===== config.mk =====
export PLATFORM = sky130hd
export DESIGN_NAME = dragon_coherence_controller
export DESIGN_NICKNAME = d
export VERILOG_FILES = /design/src/rtl/core/dcc_pkg.sv /design/src/rtl/core/dcc_ctrl.sv /design/src/rtl/core/dcc_datapath.sv /design/src/rtl/core/dragon_coherence_controller.sv
export SDC_FILE = /design/constraint.sdc
export NUM_CORES = 2
export LEC_CHECK = 0
export BUFFER_PORTS_ARGS = -buffer_cell sky130_fd_sc_hd__buf_2
export CORE_ASPECT_RATIO = 1.1
export CORE_UTILIZATION = 65
export DETAILED_ROUTE_END_ITERATION = 10
export PLACE_DENSITY = 0.78
export SLEW_MARGIN = 20
export SYNTH_ARGS = -nofsm -noshare
export SYNTH_HDL_FRONTEND = slang
export SYNTH_SLANG_ARGS = --single-unit

===== constraint.sdc =====
create_clock -name clk -period 98.2 [get_ports clk]
set_input_delay 19.64 -clock clk [delete_from_list [all_inputs] [get_ports clk]]
set_output_delay 19.64 -clock clk [all_outputs]
set_load 0.01 [all_outputs]

===== src/rtl/core/dcc_pkg.sv =====
// Shared types and codes for the Dragon coherence controller.
// Used by dcc_ctrl, dcc_datapath and the top level; depends on nothing.
package dcc_pkg;

  // Default table depth, width of the block index field
  localparam int DCC_NUM_BLOCKS = 1024;
  localparam int BLK_W          = 10;

  // Event kinds on the input channel
  typedef enum logic [1:0] {
    MODE_CORE  = 2'd0,
    MODE_RESP  = 2'd1,
    MODE_SNOOP = 2'd2,
    MODE_EVICT = 2'd3
  } mode_t;

  // Bus transaction type of a response or snoop
  typedef enum logic {
    BUS_RD  = 1'b0,
    BUS_UPD = 1'b1
  } bus_kind_t;

  // Coherence state of one line
  typedef enum logic [2:0] {
    ST_I  = 3'd0,
    ST_E  = 3'd1,
    ST_SC = 3'd2,
    ST_SM = 3'd3,
    ST_M  = 3'd4
  } line_state_t;

  // Bus request issued
  typedef enum logic [1:0] {
    REQ_NONE = 2'd0,
    REQ_RD   = 2'd1,
    REQ_UPD  = 2'd2
  } bus_req_t;

  // Data array action
  typedef enum logic [1:0] {
    DATA_NONE  = 2'd0,
    DATA_READ  = 2'd1,
    DATA_WRITE = 2'd2
  } data_act_t;

  // Access class for statistics
  typedef enum logic [1:0] {
    CLS_NONE    = 2'd0,
    CLS_PRIVATE = 2'd1,
    CLS_SHARED  = 2'd2
  } access_cls_t;

  // Commands from the controller to the datapath
  typedef struct packed {
    logic clr_wr;   // write invalid at the clear pointer, advance it
    logic load_in;  // capture the input transfer
    logic calc_q;   // register the index quotient
    logic calc_r;   // register the reduced index
    logic rd;       // read the state table
    logic commit;   // write the new state, load the result register
  } dcc_cmd_t;

  // Status from the datapath to the controller
  typedef struct packed {
    logic clr_last;  // clear pointer at the last entry
    logic out_free;  // result register can take a new result
  } dcc_status_t;

endpackage


===== src/rtl/core/dcc_ctrl.sv =====
// Sequencer of the Dragon coherence controller: clearing pass, then one event at a time.
// Depends on dcc_pkg; drives the command struct of dcc_datapath.
module dcc_ctrl import dcc_pkg::*; (
  input  logic        clk,
  input  logic        rst,
  input  logic        in_valid,
  input  dcc_status_t status,
  output dcc_cmd_t    cmd,
  output logic        in_stall
);

  typedef enum logic [5:0] {
    S_CLEAR  = 6'b000001,
    S_IDLE   = 6'b000010,
    S_QUOT   = 6'b000100,
    S_REM    = 6'b001000,
    S_READ   = 6'b010000,
    S_UPDATE = 6'b100000
  } ctrl_state_t;

  ctrl_state_t state, state_next;

  // Next state and commands
  always_comb begin
    state_next = state;
    cmd        = '0;
    in_stall   = 1'b1;
    case (state)
      S_CLEAR: begin
        cmd.clr_wr = 1'b1;
        if (status.clr_last) state_next = S_IDLE;
      end
      S_IDLE: begin
        // take the transfer and start working it
        in_stall    = 1'b0;
        cmd.load_in = in_valid;
        if (in_valid) state_next = S_QUOT;
      end
      S_QUOT: begin
        cmd.calc_q = 1'b1;
        state_next = S_REM;
      end
      S_REM: begin
        cmd.calc_r = 1'b1;
        state_next = S_READ;
      end
      S_READ: begin
        cmd.rd     = 1'b1;
        state_next = S_UPDATE;
      end
      S_UPDATE: begin
        // hold until the result register is free
        if (status.out_free) begin
          cmd.commit = 1'b1;
          state_next = S_IDLE;
        end
      end
      default: state_next = S_CLEAR;
    endcase
  end

  // Advance the state
  always_ff @(posedge clk) begin
    if (rst) begin
      state <= S_CLEAR;
    end else begin
      state <= state_next;
    end
  end

endmodule


===== src/rtl/core/dcc_datapath.sv =====
// Datapath of the Dragon coherence controller: index reduction, state table,
// protocol decision and result register. Depends on dcc_pkg.
module dcc_datapath import dcc_pkg::*; #(
  parameter int NUM_BLOCKS = DCC_NUM_BLOCKS
) (
  input  logic              clk,
  input  logic              rst,
  input  dcc_cmd_t          cmd,
  output dcc_status_t       status,
  input  logic [1:0]        mode,
  input  logic [BLK_W-1:0]  block_index,
  input  logic              is_store,
  input  logic              bus_kind,
  input  logic              shared_seen,
  input  logic              out_stall,
  output logic              out_valid,
  output logic              done_res,
  output logic [1:0]        bus_request,
  output logic              snoop_reply,
  output logic [1:0]        data_action,
  output logic              allocate,
  output logic              release_res,
  output logic              clear_dirty,
  output logic              writeback,
  output logic [2:0]        line_state_out,
  output logic              error,
  output logic [1:0]        access_class,
  output logic              miss
);

  localparam int IDX_W   = $clog2(NUM_BLOCKS);
  // Quotient by multiplication with a scaled reciprocal; exact for a 10-bit index when NUM_BLOCKS is above 8
  localparam int SHIFT   = 2 * BLK_W;
  localparam int RECIP_W = SHIFT - 3;
  localparam int PROD_W  = BLK_W + RECIP_W;
  localparam int Q_W     = PROD_W - SHIFT;
  localparam bit DIRECT  = (NUM_BLOCKS >= (2 ** BLK_W));
  localparam logic [RECIP_W-1:0] RECIP =
    RECIP_W'(((2 ** SHIFT) + NUM_BLOCKS - 1) / NUM_BLOCKS);
  localparam logic [BLK_W-1:0] NUM_LOW = BLK_W'(NUM_BLOCKS);

  // Captured event
  mode_t            mode_r;
  logic [BLK_W-1:0] blk_r;
  logic             store_r;
  logic             upd_r;
  logic             shared_r;

  // Index reduction
  logic [PROD_W-1:0] prod;
  logic [Q_W-1:0]    quot;
  logic [BLK_W-1:0]  rem_next;
  logic [IDX_W-1:0]  idx;

  // State table
  logic [2:0]       mem [NUM_BLOCKS];
  logic [2:0]       rd_data;
  logic [IDX_W-1:0] clr_idx;
  logic             wr_en;
  logic [IDX_W-1:0] wr_addr;
  logic [2:0]       wr_data;

  // Decision
  line_state_t s;
  line_state_t ns;
  logic        done_next;
  bus_req_t    bus_next;
  logic        snoop_next;
  data_act_t   data_next;
  logic        alloc_next;
  logic        rel_next;
  logic        clr_next;
  logic        wb_next;
  logic        err_next;
  access_cls_t cls_next;
  logic        miss_next;

  assign status.clr_last = (clr_idx == IDX_W'(NUM_BLOCKS - 1));
  assign status.out_free = !out_valid || !out_stall;

  // Capture the input transfer
  always_ff @(posedge clk) begin
    if (cmd.load_in) begin
      mode_r   <= mode_t'(mode);
      blk_r    <= block_index;
      store_r  <= is_store;
      upd_r    <= (bus_kind == BUS_UPD);
      shared_r <= shared_seen;
    end
  end

  // Quotient of the index by the table depth
  assign prod = PROD_W'(blk_r) * PROD_W'(RECIP);

  always_ff @(posedge clk) begin
    if (cmd.calc_q) quot <= DIRECT ? '0 : prod[PROD_W-1:SHIFT];
  end

  // Remainder: index modulo depth
  assign rem_next = blk_r - BLK_W'(BLK_W'(quot) * NUM_LOW);

  always_ff @(posedge clk) begin
    if (cmd.calc_r) idx <= IDX_W'(rem_next);
  end

  // Clear pointer for the pass after reset
  always_ff @(posedge clk) begin
    if (rst) begin
      clr_idx <= '0;
    end else if (cmd.clr_wr && !status.clr_last) begin
      clr_idx <= clr_idx + 1'b1;
    end
  end

  // Table write port: clearing pass or new state
  assign wr_en   = cmd.clr_wr || cmd.commit;
  assign wr_addr = cmd.clr_wr ? clr_idx : idx;
  assign wr_data = cmd.clr_wr ? ST_I : ns;

  always_ff @(posedge clk) begin
    if (wr_en) mem[wr_addr] <= wr_data;
  end

  // Table read port
  always_ff @(posedge clk) begin
    if (cmd.rd) rd_data <= mem[idx];
  end

  // Protocol decision
  always_comb begin
    case (rd_data)
      ST_E:    s = ST_E;
      ST_SC:   s = ST_SC;
      ST_SM:   s = ST_SM;
      ST_M:    s = ST_M;
      default: s = ST_I;
    endcase
    ns         = s;
    done_next  = 1'b0;
    bus_next   = REQ_NONE;
    snoop_next = 1'b0;
    data_next  = DATA_NONE;
    alloc_next = 1'b0;
    rel_next   = 1'b0;
    clr_next   = 1'b0;
    wb_next    = 1'b0;
    err_next   = 1'b0;
    cls_next   = CLS_NONE;
    miss_next  = 1'b0;
    case (mode_r)
      MODE_CORE: begin
        if (s == ST_I) begin
          bus_next  = REQ_RD;
          miss_next = 1'b1;
        end else if (s inside {ST_SC, ST_SM}) begin
          if (store_r) begin
            bus_next = REQ_UPD;
          end else begin
            data_next = DATA_READ;
            cls_next  = CLS_SHARED;
            done_next = 1'b1;
          end
        end else begin
          data_next = store_r ? DATA_WRITE : DATA_READ;
          cls_next  = CLS_PRIVATE;
          done_next = 1'b1;
          if (store_r) ns = ST_M;
        end
      end
      MODE_RESP: begin
        if (s == ST_I && !upd_r) begin
          alloc_next = 1'b1;
          if (!store_r) begin
            ns        = shared_r ? ST_SC : ST_E;
            data_next = DATA_READ;
            cls_next  = shared_r ? CLS_SHARED : CLS_PRIVATE;
            done_next = 1'b1;
          end else if (shared_r) begin
            ns        = ST_SC;
            data_next = DATA_READ;
            bus_next  = REQ_UPD;
          end else begin
            ns        = ST_M;
            data_next = DATA_WRITE;
            cls_next  = CLS_PRIVATE;
            done_next = 1'b1;
          end
        end else if ((s inside {ST_SC, ST_SM}) && upd_r) begin
          ns        = shared_r ? ST_SM : ST_M;
          data_next = DATA_WRITE;
          cls_next  = shared_r ? CLS_SHARED : CLS_PRIVATE;
          done_next = 1'b1;
        end else begin
          err_next = 1'b1;
        end
      end
      MODE_SNOOP: begin
        case (s)
          ST_E: begin
            if (upd_r) err_next = 1'b1;
            else       ns = ST_SC;
          end
          ST_SM: begin
            if (upd_r) begin
              ns       = ST_SC;
              clr_next = 1'b1;
            end else begin
              snoop_next = 1'b1;
            end
          end
          ST_M: begin
            if (upd_r) begin
              err_next = 1'b1;
            end else begin
              ns         = ST_SM;
              snoop_next = 1'b1;
            end
          end
          default: ;
        endcase
      end
      MODE_EVICT: begin
        // evicting an invalid line does nothing
        if (s != ST_I) begin
          ns       = ST_I;
          rel_next = 1'b1;
          wb_next  = (s == ST_M) || (s == ST_SM);
        end
      end
      default: ;
    endcase
  end

  // Result register valid
  always_ff @(posedge clk) begin
    if (rst) begin
      out_valid <= 1'b0;
    end else if (cmd.commit) begin
      out_valid <= 1'b1;
    end else if (!out_stall) begin
      out_valid <= 1'b0;
    end
  end

  // Result payload
  always_ff @(posedge clk) begin
    if (cmd.commit) begin
      done_res       <= done_next;
      bus_request    <= bus_next;
      snoop_reply    <= snoop_next;
      data_action    <= data_next;
      allocate       <= alloc_next;
      release_res    <= rel_next;
      clear_dirty    <= clr_next;
      writeback      <= wb_next;
      line_state_out <= ns;
      error          <= err_next;
      access_class   <= cls_next;
      miss           <= miss_next;
    end
  end

endmodule


===== src/rtl/core/dragon_coherence_controller.sv =====
// Dragon update-protocol coherence controller for one private cache. Each event
// (core access, own bus response, snooped transaction, eviction) reads the line's
// state from a NUM_BLOCKS-entry table, decides the new state and the bus, snoop,
// data and bookkeeping actions, writes the state back and delivers one result.
// An event passes from its transfer through index reduction modulo NUM_BLOCKS (a
// reciprocal multiply, then a remainder), a registered table read and a
// decide-and-write step before the next transfer can be taken; one event is worked
// at a time. The result waits in an output register, so a new event is taken while
// the previous result is still stalled. After reset a clearing pass writes every
// table entry invalid, during which in_stall stays high.
// Depends on dcc_pkg, dcc_ctrl and dcc_datapath.
module dragon_coherence_controller import dcc_pkg::*; #(
  parameter int NUM_BLOCKS = DCC_NUM_BLOCKS
) (
  input  logic             clk,
  input  logic             rst,
  input  logic             in_valid,
  output logic             in_stall,
  input  logic [1:0]       mode,
  input  logic [BLK_W-1:0] block_index,
  input  logic             is_store,
  input  logic             bus_kind,
  input  logic             shared_seen,
  output logic             out_valid,
  input  logic             out_stall,
  output logic             done_res,
  output logic [1:0]       bus_request,
  output logic             snoop_reply,
  output logic [1:0]       data_action,
  output logic             allocate,
  output logic             release_res,
  output logic             clear_dirty,
  output logic             writeback,
  output logic [2:0]       line_state_out,
  output logic             error,
  output logic [1:0]       access_class,
  output logic             miss
);

  dcc_cmd_t    cmd;
  dcc_status_t status;

  dcc_ctrl u_ctrl (
    .clk      (clk),
    .rst      (rst),
    .in_valid (in_valid),
    .status   (status),
    .cmd      (cmd),
    .in_stall (in_stall)
  );

  dcc_datapath #(
    .NUM_BLOCKS (NUM_BLOCKS)
  ) u_datapath (
    .clk            (clk),
    .rst            (rst),
    .cmd            (cmd),
    .status         (status),
    .mode           (mode),
    .block_index    (block_index),
    .is_store       (is_store),
    .bus_kind       (bus_kind),
    .shared_seen    (shared_seen),
    .out_stall      (out_stall),
    .out_valid      (out_valid),
    .done_res       (done_res),
    .bus_request    (bus_request),
    .snoop_reply    (snoop_reply),
    .data_action    (data_action),
    .allocate       (allocate),
    .release_res    (release_res),
    .clear_dirty    (clear_dirty),
    .writeback      (writeback),
    .line_state_out (line_state_out),
    .error          (error),
    .access_class   (access_class),
    .miss           (miss)
  );

endmodule


==> metrics.md <==
| Metric | Value |
|---|---|
| Fin. max-slew vios | `0` |
| GP Congestion | `0.898` |
| Synth Area per Inst | `18.5 um^2` |
| Die width | `422 um` |
| Main synth FF type | `edfxtp_1` |
| Sw Share | `20.2%` |
| Drt first pass iters | `6` |
| Worst setup margin | `75.85 ns` |
| LEAKAGE | `47.0 nW` |
| Largest net degree at the start of global routing | `238` |
| Clock share of power | `between 40% and 50%` |
| CTS-repair resized insts | `0` |
| Clock Root Buffer | `clkbuf_16` |
| Remaining Overflow, GRT | `0` |
| Ranking of synthesized cells by area | `edfxtp_1, mux4_2, nor2_1` |
| Placed cell area | `128000 um^2` |
| Vias in the first global route | `68500` |
| Final Skew | `0.0524 ns` |
| TritonCTS clock tree | `yes` |
| Fmax | `44.8 MHz` |
| Register bit total from synthesis | `~3100` |
| R2R depth | `13` |
| Cell Int Power | `roughly 2.1 mW` |
| NetSw | `about 0.54 mW` |
| Syn. warnings | `0` |
| Synthesized instance count | `slightly below 7000` |
| Worst Hold Path EP | `u_datapath.idx[0]` |
| Hold path cells | `0` |
| CTS Hold Buffers Added | `0` |
| Logic pwr share | `2.4%` |
| H-tree levels | `5` |
| Top cell type's share of synthesized area | `74.4%` |
| Final instance area | `138000 um^2` |
| DR vias | `69000` |
| R2r endpoint | `u_datapath.rd_data[2]` |
| Crit Path Class | `primary input to register` |
| CP Launch Type | `primary input` |
| Reg-to-reg slack, setup | `a little over 90 ns` |
| Crit share post-route | `22.8%` |
| WHS | `roughly 0.42 ns` |
| Required time of the critical path | `~99 ns` |
| Distinct cells, synth | `82` |
| TritonCTS buffer count | `308` |
| Die H | `463 um` |
| Worst Max-Slew Pin Slew | `between 1 and 1.5 ns` |
| Drt initial violations | `approximately 10000` |
| Most common cell after layout, fill and taps aside | `edfxtp_1` |
| CP Cell Sequence | `buf_2 -> a21oi_2 -> buf_4 -> nand2b_2 -> nand3_4 -> nor2_1` |
| Maxcap violations | `0` |
| Status | `finished, final reports clean` |
| Layout Nets | `6823` |
| Wire per inst | `35.0 um` |
| Routed WL | `approximately 340000 um` |
| Power per cell area | `19.4 nW/um^2` |
| DRC Markers | `0` |
| Unrepaired setup endpoints after global routing | `false` |
| Critical path endpoint category | `register` |
| Asr flop ratio synth | `0%` |
| Peak VDD IR | `0.0000180 V` |
| Num ports | `38` |
| Num rows | `169` |
| Yosys top cell by area | `edfxtp_1` |
| First-pass GRT wire length | `477000 um` |
| Slew margin rel. | `8.54%` |
| CTS Sinks | `3134` |
| Commonest non-fill, non-tap cells in the layout | `edfxtp_1, nor2_1, mux4_2` |
| Final Hold Viols | `0` |
| RR Startpoint | `u_datapath.idx[0]` |
| Vias per cell | `7.19` |
| Port-buffer cells | `37` |
| Initial antenna violation count | `8` |
| Max incr delay on CP | `1.15 ns` |
| Syn nets | `6809` |
| Final Critical Period | `22.35 ns` |
| Synthesized cell area | `126000 um^2` |
| Register share of total power | `54.8%` |
| Min-delay src | `u_datapath.blk_r[0]` |
| Postcts setup bufs | `0` |
| Setup tns final | `0 ns` |
| Worst Path Max Fanout | `30` |
| HPWL Detailed | `between 150000 and 200000 um` |
| Worst hold path type | `register to register` |
| Area Overhead vs Synth | `9.59%` |
| Share of layout cells above drive strength 1 | `roughly 19%` |
| Final Power | `2.68 mW` |
| DIE AREA | `195000 um^2` |
| CP max stage cell | `nand3_4` |
| Critical Path AT | `22.94 ns` |
| All-Layer GR Usage | `34.4%` |
| Sequential fraction of the synthesis area | `74.7%` |
| Antenna Nets Post-Route | `0` |
| Core Area | `between 150000 and 200000 um^2` |
| Setup-failing EPs final | `0` |
| CTS clk-pin slew, worst paths | `0.06 ns` |
| Clock buffer depth | `4` |
| EDFF count, synth | `3117` |
| Clock latency on the worst-skew pair | `0.96 ns` |
| Initial Util | `approximately two thirds` |
| Worst slack at placement | `approximately 75 ns` |
cell families after synthesis:
family / Yosys count / share of synthesized area, %
AOI/OAI and AO/OA: 594 / 3.32
muxes: 985 / 14.5
and+or+nand+nor: 1543 / 5.03
buffers and inverters: 515 / 2.36
xor gates and xnor gates: 9 / 0.0626
DFF: 3134 / 74.7
adders and majority gates: 5 / 0.0497
Yosys cell counts, drive strengths merged (12+ instances only):
master  number
buf        238
a22oi       82
o21ai       71
a221oi      25
inv         12
nand3       64
nand2b      22
nor2b       27
and2        16
a22o        23
o22ai       78
nor2      1103
a21oi      114
dfxtp       17
mux4       669
clkbuf     264
nand4       20
nor3        54
a31oi       17
mux2i      309
a211oi      15
o221ai     103
edfxtp    3117
nand2      185
power by group through the flow:
stage,Clock (mW),Combinational [mW],Sequential [mW]
final,1.15,0.0636,1.47
after global routing,1.20,0.0639,1.46
after CTS,1.15,0.0600,1.47
after detailed placement,0,0.0602,1.49
after global placement,0,0.0592,1.49
after floorplan,0,0.0246,1.51
through the flow:
stage | util [%] | cells
after global placement | 66.5 | 9050
final | 71.6 | 9591
after floorplan | - | 6785
after detailed placement | 66.5 | 9052
after global routing | 71.6 | 9586
after CTS | 71.5 | 9583
state kept, by name, summed over array words and instances, names as in the netlist, 2 cells and up:
name / cells
u_ctrl.state: 6
u_datapath.data_action: 2
u_datapath.clr_idx: 10
u_datapath.bus_request: 2
u_datapath.mode_r: 2
u_datapath.blk_r: 10
u_datapath.access_class: 2
u_datapath.rd_data: 3
u_datapath.mem: 3072
u_datapath.idx: 10
u_datapath.line_state_out: 3
worst max path at each step:
| stage | to | startpoint | slack (ns) | cells past startpoint |
|---|---|---|---|---|
| 2_1_floorplan | u_datapath.mem[0][1] | u_datapath.rd_data[1] | 50.94 | 8 |
| 3_3_place_gp | u_datapath.mem[435][0] | out_stall | 75.02 | 6 |
| 3_5_place_dp | u_datapath.mem[315][0] | out_stall | 74.99 | 6 |
| 4_1_cts | u_datapath.mem[315][0] | out_stall | 75.98 | 6 |
| 5_1_grt | u_datapath.mem[820][2] | out_stall | 75.75 | 7 |
| 6_report | u_datapath.mem[286][1] | out_stall | 75.85 | 6 |
per-layer routing:
metal	track usage, %	part of all wire, %
met1	46.7	34
met2	52.3	47
met3	8.69	13
met4	18.2	5.8
met5	0	0.017
critical path: cells and delay by family:
family          cells  cell delay, ns
simple gates        3            2.64
buf+inv             2            0.45
compound gates      1            0.13
cell type report:
cell class              count  area [um^2]
diodes                      6         15.0
multi-input cells        3136        29400
clock buffers             380         8150
flip-flops and latches   3134        93900
repair buffers            206         1630
well taps                2565         3210
fillers                 10900        54700
clock inverters           151         1460
inverters                  13         58.8
Note: power is estimated with default switching activity, not from simulation.
